$ cat src/rtl/core/pstb_pkg.sv
// ----------------------------------------------------------------------------
// pstb_pkg: shared types and constants of the periodic soft timer bank
// Command codes, the command and result word layouts and default sizes.
// ----------------------------------------------------------------------------
`timescale 1ns / 1ps

package pstb_pkg;

    // Default sizes handed to the top level parameters.
    localparam int NUM_SLOTS_DEF   = 15;
    localparam int COUNT_WIDTH_DEF = 32;

    // Number of slots that have a bit in the fire mask.
    localparam int FIRE_BITS = 15;

    // Command codes.
    localparam logic [2:0] CMD_TICK   = 3'd0;
    localparam logic [2:0] CMD_CREATE = 3'd1;
    localparam logic [2:0] CMD_DELETE = 3'd2;
    localparam logic [2:0] CMD_START  = 3'd3;
    localparam logic [2:0] CMD_STOP   = 3'd4;

    typedef struct packed {
        logic [2:0]  cmd;
        logic [3:0]  slot;
        logic [31:0] period;
    } cmd_word_t;

    typedef struct packed {
        logic [FIRE_BITS-1:0] fire_mask;
        logic                 accepted;
    } result_word_t;

    // Per-slot outcome reported by the update unit.
    typedef struct packed {
        logic fire;
        logic ok;
    } slot_status_t;

endpackage

$ cat src/rtl/core/pstb_cell.sv
// ----------------------------------------------------------------------------
// pstb_cell: one timer slot record in the rotating chain
// Holds the flags, counter and period of one slot and takes its neighbor's
// record whenever the chain advances.
// ----------------------------------------------------------------------------
`timescale 1ns / 1ps

module pstb_cell #(
    parameter int COUNT_WIDTH = pstb_pkg::COUNT_WIDTH_DEF
) (
    input  logic                   clk,
    input  logic                   rst_n,
    input  logic                   shift,
    input  logic                   active_in,
    input  logic                   running_in,
    input  logic [COUNT_WIDTH-1:0] count_in,
    input  logic [COUNT_WIDTH-1:0] period_in,
    output logic                   active,
    output logic                   running,
    output logic [COUNT_WIDTH-1:0] count,
    output logic [COUNT_WIDTH-1:0] period
);

    logic                   active_reg;
    logic                   running_reg;
    logic [COUNT_WIDTH-1:0] count_reg;
    logic [COUNT_WIDTH-1:0] period_reg;

    // The flags are control state; counter and period are always rewritten
    // by create before an active slot uses them.
    always_ff @(posedge clk or negedge rst_n)
    begin
        if (!rst_n)
        begin
            active_reg  <= 1'b0;
            running_reg <= 1'b0;
        end
        else if (shift)
        begin
            active_reg  <= active_in;
            running_reg <= running_in;
        end
    end

    always_ff @(posedge clk)
    begin
        if (shift)
        begin
            count_reg  <= count_in;
            period_reg <= period_in;
        end
    end

    assign active  = active_reg;
    assign running = running_reg;
    assign count   = count_reg;
    assign period  = period_reg;

endmodule

$ cat src/rtl/core/pstb_proc.sv
// ----------------------------------------------------------------------------
// pstb_proc: slot update unit at the head of the chain
// Applies the current command to the one slot record passing the head and
// reports whether that slot fired and whether the command took effect.
// ----------------------------------------------------------------------------
`timescale 1ns / 1ps

module pstb_proc #(
    parameter int COUNT_WIDTH = pstb_pkg::COUNT_WIDTH_DEF,
    parameter int IDX_W       = 4
) (
    input  pstb_pkg::cmd_word_t    cmd_word,
    input  logic [IDX_W-1:0]       idx,
    input  logic                   active,
    input  logic                   running,
    input  logic [COUNT_WIDTH-1:0] count,
    input  logic [COUNT_WIDTH-1:0] period,
    output logic                   active_out,
    output logic                   running_out,
    output logic [COUNT_WIDTH-1:0] count_out,
    output logic [COUNT_WIDTH-1:0] period_out,
    output pstb_pkg::slot_status_t status
);

    logic [COUNT_WIDTH-1:0] count_inc;
    logic                   hit;

    assign count_inc = count + COUNT_WIDTH'(1);
    assign hit       = (32'(cmd_word.slot) == 32'(idx));

    always_comb
    begin
        active_out  = active;
        running_out = running;
        count_out   = count;
        period_out  = period;
        status      = '0;
        case (cmd_word.cmd)
            pstb_pkg::CMD_TICK:
            begin
                status.ok = 1'b1;
                if (active && running)
                begin
                    if (count_inc >= period)
                    begin
                        count_out   = '0;
                        status.fire = 1'b1;
                    end
                    else
                    begin
                        count_out = count_inc;
                    end
                end
            end
            pstb_pkg::CMD_CREATE:
            begin
                if (hit && !active)
                begin
                    active_out  = 1'b1;
                    running_out = 1'b0;
                    count_out   = '0;
                    period_out  = COUNT_WIDTH'(cmd_word.period);
                    status.ok   = 1'b1;
                end
            end
            pstb_pkg::CMD_DELETE:
            begin
                if (hit && active)
                begin
                    active_out  = 1'b0;
                    running_out = 1'b0;
                    count_out   = '0;
                    period_out  = '0;
                    status.ok   = 1'b1;
                end
            end
            pstb_pkg::CMD_START, pstb_pkg::CMD_STOP:
            begin
                if (hit && active && (period != '0))
                begin
                    running_out = (cmd_word.cmd == pstb_pkg::CMD_START);
                    count_out   = '0;
                    status.ok   = 1'b1;
                end
            end
            default:
            begin
                status = '0;
            end
        endcase
    end

endmodule

$ cat src/rtl/core/periodic_soft_timer_bank.sv
// ----------------------------------------------------------------------------
// periodic_soft_timer_bank: bank of periodic timer slots
// A command word is taken into a register, then walks every slot in turn:
// the slot records sit in a ring of NUM_SLOTS cells that advances one
// position per cycle unless held at its last slot, and a single update
// unit at the head of the ring handles one slot per cycle while the ring
// moves, so the ring length sets the time per command word.
// A new command word is stalled while a walk is in progress. A finished
// result word is held in an output register; if it has not been taken when
// the next walk reaches its last slot, the ring pauses there until the
// register frees up. A tick counts up every active running slot and reports
// in fire_mask the slots whose count reached their period; create, delete,
// start and stop act on the addressed slot only and report in accepted
// whether they took effect. There is no clearing pass after reset.
// ----------------------------------------------------------------------------
`timescale 1ns / 1ps

module periodic_soft_timer_bank #(
    parameter int NUM_SLOTS   = pstb_pkg::NUM_SLOTS_DEF,
    parameter int COUNT_WIDTH = pstb_pkg::COUNT_WIDTH_DEF
) (
    input  logic                   clk,
    input  logic                   rst_n,
    input  logic                   cmd_valid,
    output logic                   cmd_stall,
    input  pstb_pkg::cmd_word_t    cmd_word,
    output logic                   result_valid,
    input  logic                   result_stall,
    output pstb_pkg::result_word_t result_word
);

    localparam int IDX_W = (NUM_SLOTS > 1) ? $clog2(NUM_SLOTS) : 1;
    localparam logic [IDX_W-1:0] LAST_IDX = IDX_W'(NUM_SLOTS - 1);

    // Control state of the walk over the ring.
    logic                   busy_reg;
    logic                   busy_next;
    logic [IDX_W-1:0]       step_reg;
    logic [IDX_W-1:0]       step_next;
    pstb_pkg::cmd_word_t    cmd_reg;
    logic [pstb_pkg::FIRE_BITS-1:0] mask_reg;
    logic [pstb_pkg::FIRE_BITS-1:0] mask_next;
    logic                   ok_reg;
    logic                   ok_next;
    logic                   out_valid_reg;
    logic                   out_valid_next;
    pstb_pkg::result_word_t out_word_reg;

    logic accept;
    logic last;
    logic shift;
    logic finish;

    // Outputs of each cell in the ring.
    logic                   cell_active  [NUM_SLOTS];
    logic                   cell_running [NUM_SLOTS];
    logic [COUNT_WIDTH-1:0] cell_count   [NUM_SLOTS];
    logic [COUNT_WIDTH-1:0] cell_period  [NUM_SLOTS];

    // Updated record leaving the head unit, fed into the tail cell.
    logic                   upd_active;
    logic                   upd_running;
    logic [COUNT_WIDTH-1:0] upd_count;
    logic [COUNT_WIDTH-1:0] upd_period;
    pstb_pkg::slot_status_t upd_status;

    assign accept = cmd_valid && !cmd_stall;
    assign last   = (step_reg == LAST_IDX);

    // The ring holds at its last slot while the previous result still waits.
    assign shift  = busy_reg && !(last && out_valid_reg && result_stall);
    assign finish = shift && last;

    assign cmd_stall    = busy_reg;
    assign result_valid = out_valid_reg;
    assign result_word  = out_word_reg;

    // Cell k hands its record to cell k-1; the head (cell 0) goes through
    // the update unit into the tail. After NUM_SLOTS moves each slot is back
    // in its own cell, and during step k the head holds slot k.
    generate
        for (genvar i = 0; i < NUM_SLOTS; i++)
        begin : g_ring
            if (i == NUM_SLOTS - 1)
            begin : g_tail
                pstb_cell #(
                    .COUNT_WIDTH(COUNT_WIDTH)
                ) u_cell (
                    .clk       (clk),
                    .rst_n     (rst_n),
                    .shift     (shift),
                    .active_in (upd_active),
                    .running_in(upd_running),
                    .count_in  (upd_count),
                    .period_in (upd_period),
                    .active    (cell_active[i]),
                    .running   (cell_running[i]),
                    .count     (cell_count[i]),
                    .period    (cell_period[i])
                );
            end
            else
            begin : g_body
                pstb_cell #(
                    .COUNT_WIDTH(COUNT_WIDTH)
                ) u_cell (
                    .clk       (clk),
                    .rst_n     (rst_n),
                    .shift     (shift),
                    .active_in (cell_active[i+1]),
                    .running_in(cell_running[i+1]),
                    .count_in  (cell_count[i+1]),
                    .period_in (cell_period[i+1]),
                    .active    (cell_active[i]),
                    .running   (cell_running[i]),
                    .count     (cell_count[i]),
                    .period    (cell_period[i])
                );
            end
        end
    endgenerate

    pstb_proc #(
        .COUNT_WIDTH(COUNT_WIDTH),
        .IDX_W      (IDX_W)
    ) u_proc (
        .cmd_word   (cmd_reg),
        .idx        (step_reg),
        .active     (cell_active[0]),
        .running    (cell_running[0]),
        .count      (cell_count[0]),
        .period     (cell_period[0]),
        .active_out (upd_active),
        .running_out(upd_running),
        .count_out  (upd_count),
        .period_out (upd_period),
        .status     (upd_status)
    );

    always_comb
    begin
        busy_next      = busy_reg;
        step_next      = step_reg;
        mask_next      = mask_reg;
        ok_next        = ok_reg;
        out_valid_next = out_valid_reg;

        if (out_valid_reg && !result_stall)
        begin
            out_valid_next = 1'b0;
        end

        if (accept)
        begin
            busy_next = 1'b1;
            step_next = '0;
            mask_next = '0;
            ok_next   = 1'b0;
        end
        else if (shift)
        begin
            step_next = last ? '0 : step_reg + IDX_W'(1);
            ok_next   = ok_reg | upd_status.ok;
            // Only the low slots have a place in the fire mask.
            for (int b = 0; b < pstb_pkg::FIRE_BITS; b++)
            begin
                if (upd_status.fire && (32'(step_reg) == 32'(b)))
                begin
                    mask_next[b] = 1'b1;
                end
            end
            if (last)
            begin
                busy_next      = 1'b0;
                out_valid_next = 1'b1;
            end
        end
    end

    always_ff @(posedge clk or negedge rst_n)
    begin
        if (!rst_n)
        begin
            busy_reg      <= 1'b0;
            step_reg      <= '0;
            out_valid_reg <= 1'b0;
        end
        else
        begin
            busy_reg      <= busy_next;
            step_reg      <= step_next;
            out_valid_reg <= out_valid_next;
        end
    end

    always_ff @(posedge clk)
    begin
        mask_reg <= mask_next;
        ok_reg   <= ok_next;
        if (accept)
        begin
            cmd_reg <= cmd_word;
        end
        if (finish)
        begin
            out_word_reg.fire_mask <= mask_next;
            out_word_reg.accepted  <= ok_next;
        end
    end

    // The walk position never leaves the ring.
    a_step_in_range: assert property (@(posedge clk) disable iff (!rst_n)
        busy_reg |-> (32'(step_reg) < 32'(NUM_SLOTS)))
        else $error("walk position beyond the last slot");

    // Between walks the position is back at the first slot.
    a_idle_at_head: assert property (@(posedge clk) disable iff (!rst_n)
        !busy_reg |-> (step_reg == '0))
        else $error("idle with the ring not realigned");

    // A new result word appears only as the end of a walk.
    a_result_from_walk: assert property (@(posedge clk) disable iff (!rst_n)
        $rose(result_valid) |-> ($past(busy_reg) && !busy_reg))
        else $error("result word without a completed walk");

endmodule

$ cat config.mk
export PLATFORM = sky130hd
export DESIGN_NAME = periodic_soft_timer_bank
export DESIGN_NICKNAME = d
export VERILOG_FILES = /design/src/rtl/core/pstb_pkg.sv /design/src/rtl/core/pstb_cell.sv /design/src/rtl/core/pstb_proc.sv /design/src/rtl/core/periodic_soft_timer_bank.sv
export SDC_FILE = /design/constraint.sdc
export NUM_CORES = 1
export LEC_CHECK = 0
export BUFFER_PORTS_ARGS = -buffer_cell sky130_fd_sc_hd__buf_2
export CORE_MARGIN = 10
export CORE_UTILIZATION = 58
export CTS_BUF_LIST = sky130_fd_sc_hd__clkbuf_2 sky130_fd_sc_hd__clkbuf_4 sky130_fd_sc_hd__clkbuf_8
export DETAILED_ROUTE_END_ITERATION = 6
export PLACE_DENSITY_LB_ADDON = 0.1
export SLEW_MARGIN = 15
export SYNTH_ARGS = -nofsm -noshare
export SYNTH_HDL_FRONTEND = slang
export SYNTH_SLANG_ARGS = --single-unit
export TNS_END_PERCENT = 100
$ cat constraint.sdc
create_clock -name clk -period 29.7 [get_ports clk]
set_clock_uncertainty 0.2 [all_clocks]
set_input_delay 1.485 -clock clk [delete_from_list [all_inputs] [get_ports clk]]
set_output_delay 1.485 -clock clk [all_outputs]
set_load 0.005 [all_outputs]
* Yosys cells after proc, flatten, opt, wreduce, memory -nomap -nowiden
Index checks and enable logic that the tools add are counted.
** Operators by class
- Add/sub/neg operators :: 2
- Multiply operators :: 0
- Div/mod/pow operators :: 0
- Order comparisons :: 1
- Eq/ne operators :: 19
- Shift operators :: 0
- Mux-type cells :: 52
- Bitwise logic cells :: 1
- Reduce and logical (&&, ||, !) cells :: 36
** Operators with widths (number)
- $mux 32 :: 7
- $pmux 32 s4 :: 1
- $pmux 32 s2 :: 1
- $mux 1 :: 35
- $add 32x1->32 const B :: 1
- $ge 32x32->1 :: 1
- $reduce_bool 32->1 :: 1
- $mux 15 :: 2
- $eq 4x4->1 const B :: 7
- $logic_and 1x1->1 :: 25
- $eq 4x3->1 const B :: 4
- $mux 4 :: 3
- $eq 4x2->1 const B :: 2
- $eq 3x2->1 const B :: 2
- $add 4x1->4 const B :: 1
- $eq 4x1->1 const B :: 1
- $eq 4x4->1 :: 1
- $logic_not 1->1 :: 4
- $logic_not 4->1 :: 1
- $pmux 1 s4 :: 1
- $reduce_bool 2->1 :: 2
- $eq 3x1->1 const B :: 1
- $eq 3x3->1 const B :: 1
- $logic_not 3->1 :: 1
- other kinds (5) :: 5
** Storage, ports and cells
- Bits in registers :: 1067
- Bits in latches :: 0
- Memory bits (writable) :: 0
- Memory bits (read-only) :: 0
- Bits of input ports :: 43
- Output and inout port bits :: 18
- Logic and storage cells :: 181
- Memories :: 0

* Longest topological paths before layout
Gate-level depths: netlist (run 1).
- Depth in word-level cells :: 9
- Gate-level depth with buffers :: 17
- Mapped depth without buffers :: 15

* Modules after synthesis
From an unflattened synthesis (run 1), not the netlist that was laid out.
** Second synthesis, totals
- Cell total of the unflattened synthesis :: 1596
- Area total of the unflattened synthesis :: 35326.4 µm²
** By module, submodules not included
- pstb_cell :: instances 15, cells an instance 68, area an instance 1994.4 µm², sequential area each 1971.9 µm²
- pstb_proc :: instances 1, cells an instance 416, area an instance 2803.9 µm², sequential area each 0.0 µm²
- periodic_soft_timer_bank :: instances 1, cells an instance 160, area an instance 2606.2 µm², sequential area each 2122.0 µm²

* Worst setup path after synthesis (run 1)
OpenSTA, ideal clock, no wires.
- Path type :: input -> register
- Start point :: in result_stall
- End point :: reg g_ring[0].g_body.u_cell.count_reg[0], enable pin
- Setup time :: 1707 ps
- Arrival time :: 27866 ps
- Data required time :: 27793 ps
- Slack :: -73 ps
- Cell stages on the path :: 4
- Buffers on the path :: 1
- Cells stage by stage :: nand2_1 -> o21ai_0 -> inv_1 -> clkbuf_1
** On the way
- Word-level cells in the longest chain between the ends :: 3
** Ends and longest elaborated chain
- start, declared :: RTL line periodic_soft_timer_bank.sv:28 : input logic result_stall,
- $logic_and 1x1->1 :: RTL line periodic_soft_timer_bank.sv:71 : assign shift = busy_reg && !(last && out_valid_reg && result_stall);
- $logic_not 1->1 :: RTL line periodic_soft_timer_bank.sv:71
- $logic_and 1x1->1 :: RTL line periodic_soft_timer_bank.sv:71
- net g_ring[0].g_body.u_cell.shift :: RTL line pstb_cell.sv:13 : input logic shift,
- end signal, assigned :: RTL line pstb_cell.sv:49 : count_reg <= count_in;
- end, declared :: RTL line pstb_cell.sv:26 : logic [COUNT_WIDTH-1:0] count_reg;
The timed path passes the listed nets, and every way through them passes these cells.
A chain may end at the register's enable or synchronous reset.

* Worst setup path in the final report (run 1)
- Start point :: in result_stall
- End point :: reg g_ring[12].g_body.u_cell.period_reg[9], enable pin
** On the way
- Word-level cells in the longest chain between the ends :: 3
** Ends and longest elaborated chain
- $logic_and 1x1->1 :: RTL line periodic_soft_timer_bank.sv:71
- $logic_not 1->1 :: RTL line periodic_soft_timer_bank.sv:71
- $logic_and 1x1->1 :: RTL line periodic_soft_timer_bank.sv:71
- end signal, assigned :: RTL line pstb_cell.sv:50 : period_reg <= period_in;
- end, declared :: RTL line pstb_cell.sv:27 : logic [COUNT_WIDTH-1:0] period_reg;
Every way passes these cells.

==> results.cfg, run 1 <==
[flow_run]
maxCapViolCount = 0

[cts]
clkTransAtPathRegs_ns = 0.06
ctsRootBufferMaster = clkbuf_8
cts_buffers = 165
clock_latency_ns = 0.79
cts.repair.resized = 0
clk_path_buf_depth = 3
cts_hold_buffers = 0
htreeDepth = 4
cts_tree = built
cts_setup_buffers = 0
cts_sinks = 1067

[logic_synthesis]
yosysSeqAreaShare = 0.901
synth-seq-cells = 1067
synth_top_area_share = 0.866
async_flop_share = 0.0337
synth_fa_ha_area_frac = 0.0117
synth.top_cells.by_area = edfxtp_1 87%, dfrtp_1 2.6%, nand2_1 1.4%
synth_xor_area_frac = 0.00722
synth_top_family_by_area = simple AND/OR/NAND/NOR gates
synth_edf_count = 1015
synth.avg_cell_area_um2 = 21.3
postSynthCellCount = 1654
synth.mux.area_fraction = 0
synth_compound_area_frac = 0.0311
yosys.area_share.simple = 0.0391
yosysUniqueCellTypes = 57
netlist_area_um2 = 35200
yosysWarnings = 0
syn_nets = 1730
netlist.top_cell.by_area = edfxtp_1
synthFlopType = edfxtp_1

[layout]
nNetsFinal = 1941
final_core_util = 0.660
final_cell_area_um2 = 39700
fillers = 3898
final_common_cell = edfxtp_1
instances_no_fill = 2771
area_growth_pct = 12.9
final_cell_mix = 1015 x edfxtp_1, 171 x clkbuf_8, 129 x nand2_1, 60 x buf_2, 51 x nand3_1
final_layout_size_suffix_gt1_frac = 0.176

[routing]
antenna_left = 0
drc_errors = 0
wl_per_cell_um = 19.3
viasPerCell = 5.34
drtIter0Drc = 1521
drt_wl_total_um = 53400
dr_total_vias = 14800
drtPass1Iterations = 5

[critical_path]
setup.worst_path.class = in2reg
startpoint_type = input port
setup.worst_path.end_class = flip-flop
crit_required_ns = 29.89
cp_max_fo = 156
cp.arrival_ns = 5.80

[timing]
period_share = 0.189
max_freq_mhz = 178
max-slew-margin-rel = 0.246
tns_ns = 0
tightest_slew_ns = 1.13
slew_violations = 0
rsz0062_at_grt = no
fin_crit_ns = 5.61
setup_viol = 0
final_hold_viol_count = 0

[die]
coreArea_um2 = 60200
rows = 90
die_x_um = 266
fp.dieH_um = 266
start_util = 0.584
die_area_um2 = 70900
io_pins = 61

[power_and_ir_drop]
vdd_drop_max_mv = 0.0542
p_total_mw = 3.99
internal_power_mw = 3.05
combPwrFrac = 0.073
clkPwrFrac = 0.300
netSwitchingFraction = 0.234
p_leak_nw = 13.8
power_density_nw_per_um2 = 100
seq_power_share = 0.627
switchingPower_mw = 0.934

[placement]
gp_congestion = 0.789
hpwl_um = 30300
dp.cells = 2480
dpl_cell_area_um2 = 36500
io_buffers = 60

[grt]
grt_first_pass_wirelength_um = 82800
antenna_found_initial = 4
grt_max_degree = 157
overflow = 0
globalRouteTotalUtil = 0.155
grt_pass1_vias = 14700

[outcome]
outcome = complete, no violations

[min_path]
worst_hold_path_type = reg2reg
## logic make-up (layout without fill, tap and decap cells)
group           after synthesis  after routing
compound gates              167            167
xor+xnor                     29             29
fa+ha+maj                    33             33
buf+inv                      81            414
flops                      1067           1067
other cells                   0              2
simple gates                277            277
## cell usage after synthesis (all sizes together) (4+ instances only)
cell type and n:
xor2 11, or3 4, a31oi 7, dfrtp 36, nand2b 7, nand3 51, ha 33, buf 15
and3 8, edfxtp 1015, a22o 35, o21ai 44, nor4 14, nand4 15, clkbuf 20, nor3 12
dfxtp 16, a21oi 48, a21o 6, nor2 23, xnor2 18, inv 46, nand2 129, o22ai 5
## layer usage
| metal | part of all wire | GRT usage | wire, um | vias to the layer above |
|---|---|---|---|---|
| li1 | - | - | - | 6910 |
| met1 | 0.47 | 0.224 | 25000 | 7439 |
| met2 | 0.45 | 0.218 | 24000 | 341 |
| met3 | 0.050 | 0.0418 | 2670 | 94 |
| met4 | 0.031 | 0.0775 | 1650 | 0 |
| met5 | 0 | 0 | 0 | - |
## worst max-delay path, cell delays in order
cell	delay, ns
buf_2	0.11
nand2_1	0.12
o21ai_2	0.07
buf_4	0.27
inv_8	0.69
buf_4	0.90
buf_4	1.00
buf_4	0.88
## metrics by stage
stage	setup slack [ns]	hold slack (ns)
finish	24.09	0.201
global route	23.73	0.209
CTS	24.17	0.197
detailed placement	23.25	0.205
global placement	23.38	0.200
floorplan	14.76	0.200
## power groups by stage
| stage | registers [mW] | logic, mW | clock network (mW) |
|---|---|---|---|
| 2_1_floorplan | 2.57 | 0.211 | 0 |
| 3_3_place_gp | 2.51 | 0.286 | 0 |
| 3_5_place_dp | 2.53 | 0.296 | 0 |
| 4_1_cts | 2.51 | 0.297 | 1.24 |
| 5_1_grt | 2.56 | 0.327 | 1.31 |
| 6_report | 2.50 | 0.293 | 1.19 |
## final cells by class
class,count,area [um^2],share of cell area
inverters,46,180,0.00453
diodes,2,5.00,0.000126
multi-input cells,506,3160,0.0796
repair buffers,79,447,0.0112
clock inverters,75,592,0.0149
well taps,782,978,0.0246
flip-flops and latches,1067,31700,0.798
clock buffers,214,2680,0.0673
## final timing paths
check                                                           start                                            to  slack (ns)  cells past startpoint
setup / recovery                                         result_stall  g_ring[12].g_body.u_cell.period[9]$_DFFE_PP_       24.09                      8
hold / removal             g_ring[8].g_body.u_cell.count[1]$_DFFE_PP_    g_ring[7].g_body.u_cell.count[1]$_DFFE_PP_        0.20                      0
setup reg to reg                              step_reg[0]$_DFFE_PN0P_  g_ring[12].g_body.u_cell.period[9]$_DFFE_PP_       24.23                      8
hold reg to reg            g_ring[8].g_body.u_cell.count[1]$_DFFE_PP_    g_ring[7].g_body.u_cell.count[1]$_DFFE_PP_        0.20                      0
max in group asynchronous                                       rst_n   g_ring[5].g_body.u_cell.running$_DFFE_PN0P_       28.20                      1
min in group asynchronous                                       rst_n                        result_valid$_DFF_PN0_        0.58                      1
No activity file was read; power rests on OpenSTA's default activity.
==> run 2: changes to the inputs <==
--- a/config.mk
+++ b/config.mk
@@ -5,9 +5,10 @@
 export SDC_FILE = /design/constraint.sdc
 export NUM_CORES = 1
 export LEC_CHECK = 0
+export ABC_AREA = 1
 export BUFFER_PORTS_ARGS = -buffer_cell sky130_fd_sc_hd__buf_2
 export CORE_MARGIN = 10
-export CORE_UTILIZATION = 58
+export CORE_UTILIZATION = 60
 export CTS_BUF_LIST = sky130_fd_sc_hd__clkbuf_2 sky130_fd_sc_hd__clkbuf_4 sky130_fd_sc_hd__clkbuf_8
 export DETAILED_ROUTE_END_ITERATION = 6
 export PLACE_DENSITY_LB_ADDON = 0.1
==> constraint.sdc (replaced) <==
create_clock -name clk -period 5.65 [get_ports clk]
set_clock_uncertainty 0.2 [all_clocks]
set_input_delay 0.2825 -clock clk [delete_from_list [all_inputs] [get_ports clk]]
set_output_delay 0.2825 -clock clk [all_outputs]
set_load 0.005 [all_outputs]
==> run 2 against run 1 <==
Effect of this change: register-to-register slack lost 23 ns; global-route usage grew 2.0 points; hold slack got worse by 0.13 ns; critical endpoint is now g_ring[14].g_tail.u_cell.count[1]$_DFFE_PP_; sequential share of layout area decreased by 3.0 points; utilization up 3.8 points; synthesized cell count grew 20%; worst setup slack lost 23 ns.
==> results.cfg, run 2 <==
[routing]
drc_errors = 0
wl_per_cell_um = 19.0
viasPerCell = 5.27
drtPass1Iterations = 5
dr_total_vias = 16700
drtIter0Drc = 1547
drt_wl_total_um = 60100
antenna_left = 0

[critical_path]
ff2ff_path_depth = 22
setup.worst_path.end_class = flip-flop
setup.worst_path.class = reg2reg
startpoint_type = flip-flop
cp_max_fo = 18
crit_required_ns = 5.95
path_cells = nand3_2 > nor2_4 > nand2_2 > nor2_4 > nand2_2 > nor2_1 > nand2_1 > nand2_1 > inv_1 > ha_1 > nand2_1 > nor2_1 > nand4_1 > nor2_1 > nand2_1 > nand2_1 > buf_4 > inv_2 > nand2_1 > nand2_1 > nand2_1 > nand2_1
cpPeakStageDelay_ns = 0.51
crit_path_frequent_cell = nand2_1
critPathSlowestCell = edfxtp_1
cp.arrival_ns = 4.71
r2r_slack_ns = 1.24

[min_path]
worst_hold_path_type = in2reg
min_path_cells = 2

[timing]
tns_ns = 0
setup_viol = 0
final_hold_viol_count = 0
fin_hold_ws_ns = 0.0701
max-slew-margin-rel = 0.311
rsz0062_at_grt = no
slew_violations = 0
tightest_slew_ns = 1.03
max_freq_mhz = 227
fin_crit_ns = 4.41
period_share = 0.781

[cts]
clkTransAtPathRegs_ns = 0.06
clk_path_buf_depth = 3
cts_tree = built
htreeDepth = 4
ctsRootBufferMaster = clkbuf_8
cts_buffers = 160
cts_sinks = 1067
clock_latency_ns = 0.77
cts_setup_buffers = 0

[layout]
final_layout_size_suffix_gt1_frac = 0.154
final_cell_area_um2 = 41300
instances_no_fill = 3172
final_core_util = 0.697
final_cell_mix = 1015 x edfxtp_1, 381 x nand2_1, 167 x clkbuf_8, 119 x inv_1, 87 x nor2_1
area_growth_pct = 14.4
fillers = 3784
nNetsFinal = 2346
final_common_cell = edfxtp_1

[grt]
grt_max_degree = 148
overflow = 0
grt_first_pass_wirelength_um = 93800
globalRouteTotalUtil = 0.175
antenna_found_initial = 5
grt_pass1_vias = 16700

[logic_synthesis]
synth_top_area_share = 0.844
synth_edf_count = 1015
synth-seq-cells = 1067
synth.avg_cell_area_um2 = 18.1
async_flop_share = 0.0337
yosysSeqAreaShare = 0.878
syn_nets = 2067
yosysUniqueCellTypes = 36
netlist_area_um2 = 36100
netlist.top_cell.by_area = edfxtp_1
synth.top_cells.by_area = edfxtp_1 84%, nand2_1 4.0%, dfrtp_1 2.5%
synthFlopType = edfxtp_1
yosysWarnings = 0
synth_most_common_cell = edfxtp_1
postSynthCellCount = 1991
synth_common_cells = 1015 x edfxtp_1, 381 x nand2_1, 120 x inv_1, 87 x nor2_1

[placement]
dp.cells = 2807
hpwl_um = 33900
gp_congestion = 0.873
io_buffers = 60
dpl_cell_area_um2 = 37400

[die]
rows = 89
io_pins = 61
coreArea_um2 = 59200
start_util = 0.609
fp.dieH_um = 265
die_area_um2 = 70400
die_x_um = 265

[outcome]
outcome = complete, no violations

[power_and_ir_drop]
p_leak_nw = 15.9
power_density_nw_per_um2 = 604
vdd_drop_max_mv = 0.630

[flow_run]
maxCapViolCount = 0
-- run 2: cell type report --
type,instances,area [um^2],area share
Timing Repair Buffer,152,1270,0.0308
Multi-Input combinational cell,760,3710,0.0898
Inverter,129,492,0.0119
Clock buffer,221,2700,0.0655
Tap cell,773,967,0.0234
Sequential cell,1067,31700,0.767
Clock inverter,66,452,0.0109
Antenna cell,4,10.0,0.000242
-- run 2: what timing repair did --
action	CTS	global route
endpoints found under the setup margin	0	0
hold buffers	74	0
resized for setup	0	0
endpoints found under the hold margin	112	0
-- run 2: layer usage --
layer	up-vias	share of wire	wire length (um)	GRT usage
met5	-	0	0	0
met4	0	0.029	1750	0.0735
met3	132	0.058	3490	0.0436
met2	518	0.45	26800	0.249
met1	8235	0.47	28100	0.258
li1	7838	-	-	-
-- run 2: logic make-up after synthesis --
| kind of cell | Yosys count | synth area share |
|---|---|---|
| flip-flops | 1067 | 0.878 |
| AND/OR/NAND/NOR | 589 | 0.0694 |
| buffers and inverters | 164 | 0.0192 |
| AO/OA/AOI/OAI | 121 | 0.0174 |
| adder cells (fa/ha/maj) | 33 | 0.0114 |
| XOR/XNOR | 17 | 0.00433 |
-- run 2: worst paths after layout --
path,endpoint,start
worst min-delay path,cmd_reg[18]$_DFFE_PP_,cmd_word[18]
min in group asynchronous,cmd_stall$_DFFE_PN0P_,rst_n
max in group asynchronous,g_ring[4].g_body.u_cell.running$_DFFE_PN0P_,rst_n
worst max register to register,g_ring[14].g_tail.u_cell.count[1]$_DFFE_PP_,g_ring[0].g_body.u_cell.count[0]$_DFFE_PP_
worst min register to register,g_ring[1].g_body.u_cell.count[24]$_DFFE_PP_,g_ring[2].g_body.u_cell.count[24]$_DFFE_PP_
worst max-delay path,g_ring[14].g_tail.u_cell.count[1]$_DFFE_PP_,g_ring[0].g_body.u_cell.count[0]$_DFFE_PP_
-- run 2: worst max-delay path, delay by kind of cell, from the launching register on --
family                     cells  cell delay [ns]
and+or+nand+nor               18             2.55
buffers and inverters          3             0.60
DFF                            1             0.51
adders and majority gates      1             0.29
-- run 2: through the flow --
step	worst slack, ns	power [mW]
global placement	1.26	18.7
global route	0.828	26.4
finish	1.24	24.9
floorplan	0.104	17.5
detailed placement	1.24	18.9
CTS	1.21	25.2
-- run 2: power by group --
part,leakage (nW),internal [mW],switching [mW],total [mW]
Combinational,3.07,0.820,2.47,3.29
Sequential,11.2,14.1,1.38,15.5
Clock,1.66,3.33,2.80,6.13
Total,15.9,18.3,6.65,24.9
